==> src/hw/rtl/stbs_pkg.sv <==
`timescale 1ns / 1ps

package stbs_pkg;

  localparam int unsigned TABLE_DEPTH = 1024;
  localparam int unsigned IDX_W       = $clog2(TABLE_DEPTH);
  localparam int unsigned CNT_W       = IDX_W + 1;
  localparam int unsigned KEY_W       = 32;
  localparam int unsigned VAL_W       = 32;

  // operation codes of a request
  localparam logic OP_WRITE  = 1'b0;
  localparam logic OP_LOOKUP = 1'b1;

  typedef struct packed {
    logic [KEY_W-1:0] key;
    logic [VAL_W-1:0] val;
  } entry_t;

  // controller to datapath
  typedef struct packed {
    logic wr_en;     // store the entry of a write request
    logic start;     // latch search key and initial bounds
    logic step;      // narrow the bounds after an unequal probe
    logic res_load;  // capture the outcome of the search
    logic res_hit;   // outcome is a hit
    logic out_load;  // move the outcome into the output register
  } cmd_t;

  // datapath to controller
  typedef struct packed {
    logic in_range;  // search range is not empty
    logic key_eq;    // probed key equals the search key
    logic out_free;  // output register can take a result this cycle
  } sts_t;

  // floor((lo + hi - 1) / 2), the probe index for the range [lo, hi)
  function automatic logic [IDX_W-1:0] mid_of(input logic [CNT_W-1:0] lo,
                                               input logic [CNT_W-1:0] hi);
    logic [CNT_W:0] sum;
    sum = {1'b0, lo} + {1'b0, hi} - {{CNT_W{1'b0}}, 1'b1};
    return sum[IDX_W:1];
  endfunction

endpackage

==> src/hw/rtl/stbs_ctrl.sv <==
`timescale 1ns / 1ps

module stbs_ctrl (
  input  logic          clk_i,
  input  logic          rst_ni,
  input  logic          in_valid_i,
  input  logic          operation_i,
  output logic          in_stall_o,
  input  stbs_pkg::sts_t sts_i,
  output stbs_pkg::cmd_t cmd_o
);

  localparam logic [1:0] S_IDLE   = 2'd0;
  localparam logic [1:0] S_PROBE  = 2'd1;
  localparam logic [1:0] S_FINISH = 2'd2;

  logic [1:0] state_q, state_d;
  logic       accept;

  assign in_stall_o = (state_q != S_IDLE);
  assign accept     = in_valid_i && !in_stall_o;

  always_comb begin
    state_d = state_q;
    cmd_o   = '0;
    unique case (state_q)
      S_IDLE: begin
        if (accept) begin
          if (operation_i == stbs_pkg::OP_LOOKUP) begin
            cmd_o.start = 1'b1;
            state_d     = S_PROBE;
          end else begin
            cmd_o.wr_en = 1'b1;
          end
        end
      end
      S_PROBE: begin
        if (sts_i.in_range && !sts_i.key_eq) begin
          cmd_o.step = 1'b1;
        end else begin
          cmd_o.res_load = 1'b1;
          cmd_o.res_hit  = sts_i.in_range;
          state_d        = S_FINISH;
        end
      end
      S_FINISH: begin
        if (sts_i.out_free) begin
          cmd_o.out_load = 1'b1;
          state_d        = S_IDLE;
        end
      end
      default: begin
        state_d = S_IDLE;
      end
    endcase
  end

  always_ff @(posedge clk_i or negedge rst_ni) begin
    if (!rst_ni) begin
      state_q <= S_IDLE;
    end else begin
      state_q <= state_d;
    end
  end

endmodule

==> config.mk <==
export PLATFORM = sky130hd
export DESIGN_NAME = stbs_ctrl
export DESIGN_NICKNAME = d
export VERILOG_FILES = /design/src/hw/rtl/stbs_pkg.sv /design/src/hw/rtl/stbs_ctrl.sv
export SDC_FILE = /design/constraint.sdc
export NUM_CORES = 1
export LEC_CHECK = 0
export CAP_MARGIN = 20
export CORE_AREA = 4 4 41 43
export DETAILED_ROUTE_END_ITERATION = 6
export DIE_AREA = 0 0 45 47
export DONT_BUFFER_PORTS = 1
export GPL_TIMING_DRIVEN = 0
export PLACE_DENSITY = 0.33
export SLEW_MARGIN = 5
export SYNTH_ARGS = -nofsm -noshare
export SYNTH_HDL_FRONTEND = slang
export SYNTH_SLANG_ARGS = --single-unit
==> constraint.sdc <==
create_clock -name clk_i -period 1.55 [get_ports clk_i]
set_input_delay 0 -clock clk_i [delete_from_list [all_inputs] [get_ports clk_i]]
set_output_delay 0 -clock clk_i [all_outputs]
set_load 0.05 [all_outputs]
# Yosys cells after proc, flatten, opt, wreduce, memory -nomap -nowiden
# Cells that the tools add are included.
[op_classes]
mux = 14
n_eq_ne = 6
reduce_logical = 7
[ops]
columns = ["operator", "count"]
rows = [
  ["$mux 2", 7],
  ["$ne 2x2->1 const B", 4],
  ["$pmux 2 s3", 1],
  ["$mux 1", 5],
  ["$reduce_and 4->1", 1],
  ["$mux 3", 1],
  ["$eq 2x1->1 const B", 1],
  ["$eq 2x2->1 const B", 1],
  ["$logic_and 1x1->1", 2],
  ["$logic_not 1->1", 2],
  ["$logic_not 2->1", 1],
  ["$reduce_bool 2->1", 1],
]
[word_totals]
regBits = 2
elab_cells = 28
out_inout_bits = 7
inputBits = 7

# Depth between registers and ports, before layout
# Gate-level depths: netlist of the first run.
[logic_depth]
depth_word = 5
mapped_depth = 2
mapped_depth_nobuf = 2

# Worst setup path after synthesis of the first run
# No wires, ideal clock.
[synth_path]
kind = "flip-flop to output port"
from = "reg state_q[1]"
to = "out cmd_o[5] (netlist bit)"
path_stages_with_launch = 3
path_buffers = 0
required_time_ps = 1550
arrival_time_ps = 1395
path_slack_ps = 155
path_cell_list = "dfrtp_1 > or2_4 > nor3b_2"
[synth_lines]
columns = ["element", "line", "source"]
rows = [
  ["start: declaration", "stbs_ctrl.sv:17", "logic [1:0] state_q, state_d;"],
  ["start signal: assignment", "stbs_ctrl.sv:62", "state_q <= state_d;"],
  ["end: declaration", "stbs_ctrl.sv:10", "output stbs_pkg::cmd_t cmd_o"],
]

==> results of run 1 <==
[Yosys cell counts (all sizes together)]
library cell / number / area share [%]
or2: 1 / 6.3
nand2: 2 / 5.4
nor2: 5 / 13
inv: 1 / 2.7
nor2b: 1 / 4.5
nor3b: 1 / 8.9
o22ai: 2 / 8.9
dfrtp: 2 / 36
or2b: 1 / 5.4
nand2b: 2 / 8.9
[worst paths after layout]
check	cells past startpoint	slack [ps]	startpoint	endpoint
worst max-delay path	2	0.6	state_q[1]	cmd_o[1]
worst min-delay path	2	50	sts_i[1]	state_q[1]
worst max register to register	3	30	state_q[1]	state_q[0]
worst min register to register	2	630	state_q[0]	state_q[1]
max in group asynchronous	2	880	rst_ni	state_q[1]
min in group asynchronous	2	540	rst_ni	state_q[0]
[stage by stage]
stage / hold WS [ps] / area (um2) / TNS (ps) / power (mW)
2_1_floorplan: -295.6 / 140.1 / 0 / 0.1804
3_3_place_gp: -295.5 / 158.9 / 0 / 0.1890
3_5_place_dp: -295.5 / 158.9 / 0 / 0.1895
4_1_cts: 15.41 / 240.2 / -0.7321 / 0.3349
5_1_grt: 54.33 / 245.2 / -154.7 / 0.3533
6_report: 48.00 / 245.2 / 0 / 0.3278
[layout make-up]
cell class              instances  area share (%)
flip-flops and latches          2           20.41
well taps                      15           7.653
multi-input cells              15           40.82
inverters                       1           1.531
repair buffers                  5           20.41
clock buffers                   3           9.184
[where the power goes]
| part | switching (mW) | total, mW | internal [mW] |
|---|---|---|---|
| registers | 0.00531 | 0.0663 | 0.0610 |
| logic | 0.107 | 0.146 | 0.0392 |
| clock network | 0.0304 | 0.116 | 0.0854 |
[kinds of logic (layout without fill, tap and decap cells)]
logic type / count (synthesis) / after routing / synth area share, %
AND/OR/NAND/NOR: 13 / 13 / 52.69
flip-flops: 2 / 2 / 35.72
AO/OA/AOI/OAI: 2 / 2 / 8.927
buffers and inverters: 1 / 9 / 2.676
[per-layer routing]
metal	vias up	global-route usage, %
met3	2	1.149
li1	75	-
met1	63	5.204
met5	-	0
met2	14	7.062
met4	0	8.772
[timing repair]
item | in CTS | in global routing
endpoints found under the hold margin | 4 | 0
endpoints found under the setup margin | 3 | 4
buffers inserted | 0 | 0
hold buffers | 5 | 0
resized for setup | 2 | 2
==> summary.md, run 1 <==
| Metric | Value |
|---|---|
| Pwr Density | `1337 mW/mm2` |
| H-tree levels | `1` |
| Worst slew pin tran | `907.7 ps` |
| Initial antenna violation count | `0` |
| Crit-path cells | `nand2b_1, nor2_1` |
| Layout cell share with drive strength beyond 1 | `30.77%` |
| Worst Path Buf+Inv | `0` |
| Non-Filler Instances | `41` |
| Commonest non-fill, non-tap cell in the layout | `dlygate4sd3_1` |
| IO Pins | `14` |
| # setup viols final | `0` |
| Grt total ovfl | `0` |
| Period utilization | `99.96%` |
| Placed cells | `33` |
| Worst VDD drop | `0.0003411 V` |
| Worst Setup Start Kind | `register` |
| FMAX | `645.4 MHz` |
| Max stage delay on crit path | `730 ps` |
| TritonCTS Buffers | `3` |
| WP data arrival | `1550 ps` |
| First-pass GRT wire length | `669 um` |
| Initial core utilization | `10.77%` |
| P&R area growth vs syn | `75.00%` |
| Mapped Avg Cell Area | `7.785 um2` |
| Clk slew on worst S/H paths | `30 ps` |
| Status | `finished, final reports clean` |
| Routed vias | `154` |
| GRT Util Overall | `5.205%` |
| Final antenna diode count | `0` |
| Synth warn | `0` |
| Routed vias/inst | `3.756` |
| Met3 wire len | `51 um` |
| Largest Register | `state_q` |
| Mapped cell area | `140.1 um2` |
| RSZ-0062 raised after global routing | `yes` |
| Number of DRC violations after detailed-routing iteration 0 | `0` |
| CP max stage cell | `nor2_1` |
| Crit end category | `output pin` |
| Commonest non-fill, non-tap cells in the layout | `5 x dlygate4sd3_1, 3 x nor2_2, 3 x clkbuf_4` |
| Max FFs per register | `2` |
| Final Slew Violations | `0` |
| Wirelength per Cell | `10.41 um` |
| Gpl congestion | `0.5713` |
| Final worst-path setup slack | `0.5558 ps` |
| Drt total wl | `427 um` |
| Max-cap violations | `0` |
| Rows | `13` |
| DPL Wire Length | `301.5 um` |
| Chip height | `47 um` |
| Filler Cell Count | `160` |
| Worst slack, placed | `120.5 ps` |
| CP delay by family, top | `simple AND/OR/NAND/NOR gates` |
| Leak Pwr | `0.1035 nW` |
| Port buffer count | `0` |
| Area of the multi-input gates | `100.1 um2` |
| DRT antenna net count | `0` |
| Sequential-to-total area share from yosys stat | `35.71%` |
| CTS max path bufs | `2` |
| Crit path max fanout | `5` |
| Mapped Nets | `25` |
| CTS tree | `done` |
| Syn Inst Count | `18` |
| Largest net degree at the start of global routing | `6` |
| Number of remaining DRC errors | `0` |
| Clk Tree Root Cell | `clkbuf_4` |
| Regs by FF count | `state_q: 2 flops` |
| Worst Skew | `2.508 ps` |
| Slew HR | `39.26%` |
| Max layer used | `met4` |
| Core area | `0.001301 mm2` |
| Synth cell types | `10` |
| Crit Path Class | `reg2out` |
| Die W | `45 um` |
| DRT Pass-1 Iters | `1` |
| Clock latency on the worst-skew pair | `230 ps` |
| CTS sink cnt | `2` |
| Hold Path Class | `in2reg` |
| Final Critical Period | `1549 ps` |
| Die ar. | `0.002115 mm2` |
| Vias in the first global route | `169` |
| Register Area | `50.05 um2` |
| Critical Path RT | `1550 ps` |
| Total Nets Final | `35` |
| Synthesis-stage register bit count | `2` |
| M1 WL | `177 um` |
| Final hold violations | `0` |
| WL met2 | `183 um` |
| Finished Core Util | `18.85%` |
(Power assumes the default switching activity.)
==> inputs of run 2 (changes only) <==
--- a/config.mk
+++ b/config.mk
@@ -12,6 +12,7 @@
 export DONT_BUFFER_PORTS = 1
 export GPL_TIMING_DRIVEN = 0
 export PLACE_DENSITY = 0.33
+export SETUP_SLACK_MARGIN = 0.02
 export SLEW_MARGIN = 5
 export SYNTH_ARGS = -nofsm -noshare
 export SYNTH_HDL_FRONTEND = slang
==> constraint.sdc (replaced) <==
create_clock -name clk_i -period 1.9 [get_ports clk_i]
set_input_delay 0 -clock clk_i [delete_from_list [all_inputs] [get_ports clk_i]]
set_output_delay 0 -clock clk_i [all_outputs]
set_load 0.05 [all_outputs]
==> summary.md, run 2 (same netlist as run 1, synthesis figures left out) <==
| Metric | Value |
|---|---|
| Clock Power Share | `36.1% (+0.8 points)` |
| CTS tree | `done` |
| Largest net degree at the start of global routing | `6 (unchanged)` |
| Final hold violations | `0 (unchanged)` |
| Critical Path RT | `2000 ps (+450 ps)` |
| Crit Path Class | `in2reg` |
| Rows | `13 (unchanged)` |
| Worst slew pin tran | `902.5 ps (-5.231 ps)` |
| CP max stage cell | `dlygate4sd3_1` |
| Final Critical Period | `1700 ps` |
| Final worst-path setup slack | `199.5 ps (+199.0 ps)` |
| Crit-path cells | `dlygate4sd3_1, nand2_1, dlygate4sd3_1, o22ai_1, dlygate4sd3_1` |
| Internal | `0.1498 mW (-19%)` |
| DPL Wire Length | `301.5 um (unchanged)` |
| Placed cells | `33 (unchanged)` |
| Total negative setup slack | `0 ps (unchanged)` |
| Post-CTS Setup Bufs | `0 (unchanged)` |
| IO Pins | `14 (unchanged)` |
| Number of DRC violations after detailed-routing iteration 0 | `0 (unchanged)` |
| Worst Skew | `2.006 ps (-0.5017 ps)` |
| Finished Core Util | `18.56% (-0.29 points)` |
| # setup viols final | `0 (unchanged)` |
| H-tree levels | `1 (unchanged)` |
| Status | `finished, final reports clean` |
| GRT Util Overall | `5.126% (-0.079 points)` |
| Reg power frac | `20.8% (+0.6 points)` |
| Initial antenna violation count | `0 (unchanged)` |
| First-pass GRT wire length | `648 um (-3.1%)` |
| Clock latency on the worst-skew pair | `220 ps (about the same)` |
| Worst VDD drop | `0.0002533 V (-26%)` |
| GRT busiest layer | `met4` |
| M2 GR Usage | `6.780% (-0.28 points)` |
| CTS max path bufs | `2 (unchanged)` |
| Gpl congestion | `0.5713 (unchanged)` |
| Largest Register | `state_q` |
| DRT Pass-1 Iters | `1 (unchanged)` |
| Clk Tree Root Cell | `clkbuf_4` |
| Clk slew on worst S/H paths | `30 ps (about the same)` |
| Max FFs per register | `2 (unchanged)` |
| Number of remaining DRC errors | `0 (unchanged)` |
| Pwr Density | `1077 mW/mm2 (-19%)` |
| RSZ-0062 raised after global routing | `no` |
| Commonest non-fill, non-tap cell in the layout | `dlygate4sd3_1` |
| Final Slew Violations | `0 (unchanged)` |
| Leak Pwr | `0.1047 nW (+1.2%)` |
| Commonest non-fill, non-tap cells in the layout | `6 x dlygate4sd3_1, 5 x nor2_1, 3 x clkbuf_4` |
| Die ar. | `0.002115 mm2 (unchanged)` |
| Max stage delay on crit path | `570 ps (-160 ps)` |
| Routed vias/inst | `3.500 (-6.8%)` |
| Initial core utilization | `10.77% (unchanged)` |
| Met3 Use GR | `1.149% (unchanged)` |
| Worst Setup Start Kind | `input port` |
| Vias in the first global route | `158 (-6.5%)` |
| Crit end category | `register` |
| CP dominant cell by count | `dlygate4sd3_1` |
| Routed vias | `147 (-4.5%)` |
| Combinational share of power | `43.1% (-1.4 points)` |
| Total Nets Final | `36 (+2.9%)` |
| Drt total wl | `415 um (-2.8%)` |
| DRT antenna net count | `0 (unchanged)` |
| Non-Filler Instances | `42 (+2.4%)` |
| Wirelength per Cell | `9.881 um (-5.1%)` |
| Switch Pwr | `0.1103 mW (-22%)` |
| TritonCTS Buffers | `3 (unchanged)` |
| Core area | `0.001301 mm2 (unchanged)` |
| Sw frac | `42.41% (-0.99 points)` |
| P&R area growth vs syn | `72.32%` |
| Hold Path Class | `in2reg` |
| Worst slack, placed | `470.5 ps (+350.0 ps)` |
| WP data arrival | `1800 ps (+250 ps)` |
| Die W | `45 um (unchanged)` |
| Port buffer count | `0 (unchanged)` |
| Chip height | `47 um (unchanged)` |
| Slew HR | `39.61% (+0.35 points)` |
| CTS sink cnt | `2 (unchanged)` |
| Post_cts resized | `0 (-2)` |
| FMAX | `588.1 MHz` |
| Period utilization | `89.50%` |
| Met1 global-route usage | `5.204% (unchanged)` |
| Grt total ovfl | `0 (unchanged)` |
| Final antenna diode count | `0 (unchanged)` |
| Layout cell share with drive strength beyond 1 | `18.52% (-12 points)` |
| Crit path max fanout | `2 (-3)` |
| WHS | `40.59 ps (-7.411 ps)` |
| Max-cap violations | `0 (unchanged)` |
| Regs by FF count | `state_q: 2 flops` |
[run 2: critical path: cells and delay by family]
kind	cells	cell delay, ps
AO/OA/AOI/OAI	1	70
AND/OR/NAND/NOR	1	80
buffers and inverters	3	1650
[run 2: what timing repair did]
| action | 4_1_cts | 5_1_grt |
|---|---|---|
| endpoints found under the hold margin | 4 | 0 |
| endpoints found under the setup margin | 0 | 0 |
| hold buffers | 6 | 0 |
[run 2: cell type report]
class                      count  area, um2
timing repair buffer           6      60.06
fill                         162       1060
multi-input combinational     15      86.33
tap                           15      18.77
inverter                       1      3.754
clock buffer                   3      22.52
sequential                     2      50.05
[run 2: stage by stage]
step | instance area (um2) | total power [mW]
2_1_floorplan | 140.1 | 0.1472
3_3_place_gp | 158.9 | 0.1542
3_5_place_dp | 158.9 | 0.1546
4_1_cts | 241.5 | 0.2693
5_1_grt | 241.5 | 0.2833
6_report | 241.5 | 0.2601
[run 2: power by group through the flow]
stage	registers (mW)	logic, mW	clock network (mW)
3_5_place_dp	0.0542	0.100	0
3_3_place_gp	0.0537	0.100	0
4_1_cts	0.0537	0.113	0.103
6_report	0.0541	0.112	0.0939
5_1_grt	0.0549	0.119	0.109
2_1_floorplan	0.0533	0.0938	0
[run 2: final timing paths]
path	startpoint	endpoint	slack, ps	cells after the start
setup / recovery	operation_i	state_q[0]	200	5
hold / removal	sts_i[1]	state_q[1]	40	2
setup reg to reg	state_q[1]	state_q[0]	390	3
hold reg to reg	state_q[0]	state_q[1]	610	2
max in group asynchronous	rst_ni	state_q[1]	1230	2
min in group asynchronous	rst_ni	state_q[0]	540	2
[run 2: per-layer routing]
metal  share of wire (%)  vias to the layer above
li1                    -                       76
met1                  42                       55
met2                  41                       14
met3                  13                        2
met4                 3.4                        0
met5                   0                        -
==> inputs of run 3 (changes only) <==
--- a/config.mk
+++ b/config.mk
@@ -10,8 +10,8 @@
 export DETAILED_ROUTE_END_ITERATION = 6
 export DIE_AREA = 0 0 45 47
 export DONT_BUFFER_PORTS = 1
-export GPL_TIMING_DRIVEN = 0
 export PLACE_DENSITY = 0.33
+export RECOVER_POWER = 25
 export SETUP_SLACK_MARGIN = 0.02
 export SLEW_MARGIN = 5
 export SYNTH_ARGS = -nofsm -noshare
==> summary.md, run 3 (same netlist as run 1, synthesis figures left out) <==
| Metric | Value |
|---|---|
| Met3 wire len | `56 um (+5.7%)` |
| First-pass GRT wire length | `662 um (+2.2%)` |
| Crit end category | `register` |
| H-tree levels | `1 (unchanged)` |
| Die ar. | `0.002115 mm2 (unchanged)` |
| Die W | `45 um (unchanged)` |
| IO Pins | `14 (unchanged)` |
| Total Nets Final | `42 (+17%)` |
| M1 WL | `179 um (+2.3%)` |
| RSZ-0062 raised after global routing | `no` |
| Max-cap violations | `0 (unchanged)` |
| Fin area | `286.5 um2 (+19%)` |
| WP data arrival | `1800 ps (about the same)` |
| # setup viols final | `0 (unchanged)` |
| P&R area growth vs syn | `104.5%` |
| Period utilization | `89.60% (+0.11 points)` |
| WL met2 | `185 um (+8.2%)` |
| Clock latency on the worst-skew pair | `220 ps (about the same)` |
| Clk slew on worst S/H paths | `30 ps (about the same)` |
| Largest net degree at the start of global routing | `6 (unchanged)` |
| CTS tree | `done` |
| Worst VDD drop | `0.0002724 V (+7.5%)` |
| Initial core utilization | `10.77% (unchanged)` |
| Number of DRC violations after detailed-routing iteration 0 | `2 (+2)` |
| Grt total ovfl | `0 (unchanged)` |
| Final antenna diode count | `0 (unchanged)` |
| Final Critical Period | `1702 ps (+2.018 ps)` |
| Total negative setup slack | `0 ps (unchanged)` |
| CTS max path bufs | `2 (unchanged)` |
| Final hold violations | `0 (unchanged)` |
| Leak Pwr | `0.1366 nW (+31%)` |
| CTS sink cnt | `2 (unchanged)` |
| Max FFs per register | `2 (unchanged)` |
| DRT Pass-1 Iters | `2 (+1)` |
| DRT antenna net count | `0 (unchanged)` |
| Clk Tree Root Cell | `clkbuf_4` |
| Gpl congestion | `0.6147 (+7.6%)` |
| Final Slew Violations | `0 (unchanged)` |
| Vias in the first global route | `180 (+14%)` |
| Chip height | `47 um (unchanged)` |
| Max layer used | `met3` |
| Critical Path RT | `2000 ps (about the same)` |
| Status | `finished, final reports clean` |
| Crit path max fanout | `2 (unchanged)` |
| Regs by FF count | `state_q: 2 flops` |
| Post-CTS Setup Bufs | `0 (unchanged)` |
| Worst Setup Start Kind | `input port` |
| GRT Util Overall | `4.897% (-0.23 points)` |
| Crit Path Class | `in2reg` |
| Wirelength per Cell | `8.771 um (-11%)` |
| Core area | `0.001301 mm2 (unchanged)` |
| Worst slew pin tran | `194.8 ps (-707.7 ps)` |
| Largest Register | `state_q` |
| Worst Skew | `0.7516 ps (-1.254 ps)` |
| Slew HR | `87.02% (+47 points)` |
| Pwr Density | `952.1 mW/mm2 (-12%)` |
| Hold Path Class | `in2reg` |
| Placed cell area | `203.9 um2 (+28%)` |
| Commonest non-fill, non-tap cells in the layout | `6 x dlygate4sd3_1, 6 x buf_4, 5 x nor2_1` |
| Drt total wl | `421 um (+1.4%)` |
| Initial antenna violation count | `0 (unchanged)` |
| DPL Wire Length | `322.7 um (+7.0%)` |
| Layout cell share with drive strength beyond 1 | `33.33% (+15 points)` |
| Port buffer count | `0 (unchanged)` |
| Number of remaining DRC errors | `0 (unchanged)` |
| Routed vias | `174 (+18%)` |
| TritonCTS Buffers | `3 (unchanged)` |
| WHS | `22.68 ps (-17.91 ps)` |
| Rows | `13 (unchanged)` |
| FMAX | `587.4 MHz (-0.12%)` |
| Routed vias/inst | `3.625 (+3.6%)` |
[run 3: stage by stage]
stage | util, % | power [mW] | cells | worst slack [ps]
after floorplan | - | 0.1472 | 18 | 505.0
after detailed placement | 15.67 | 0.1696 | 39 | 791.7
after global placement | 15.67 | 0.1690 | 39 | 804.2
after global routing | 22.02 | 0.2920 | 48 | 180.9
after CTS | 22.02 | 0.2834 | 48 | 212.1
final | 22.02 | 0.2728 | 48 | 197.5
[run 3: cell type report]
cell class	count	area [um2]
fillers	154	1015
well taps	15	18.77
inverters	1	3.754
flip-flops and latches	2	50.05
clock buffers	3	22.52
repair buffers	12	105.1
multi-input cells	15	86.33
[run 3: power breakdown]
part	switching, mW	internal [mW]
Sequential	0.00421	0.0497
Combinational	0.0832	0.0435
Clock	0.0226	0.0695
[run 3: worst paths after layout]
path,start,end,slack [ps],cells past startpoint
worst max-delay path,operation_i,state_q[0],200,5
worst min-delay path,sts_i[1],state_q[1],20,2
worst max register to register,state_q[1],state_q[0],400,3
worst min register to register,state_q[0],state_q[1],600,2
max in group asynchronous,rst_ni,state_q[1],1240,2
min in group asynchronous,rst_ni,state_q[0],540,2
[run 3: worst max-delay path, cell delays in order]
cell and delay, ps:
dlygate4sd3_1 540, nand2_1 80, dlygate4sd3_1 550, o22ai_1 60, dlygate4sd3_1 570
[run 3: layer usage]
metal | track usage [%] | up-vias
met4 | 7.018 | 0
met3 | 2.299 | 0
li1 | - | 92
met5 | 0 | -
met2 | 6.780 | 12
met1 | 4.545 | 70
[run 3: timing repair]
item,in CTS,in global routing
hold endpoints to repair,4,0
gates resized for setup,0,0
hold buffers,6,0
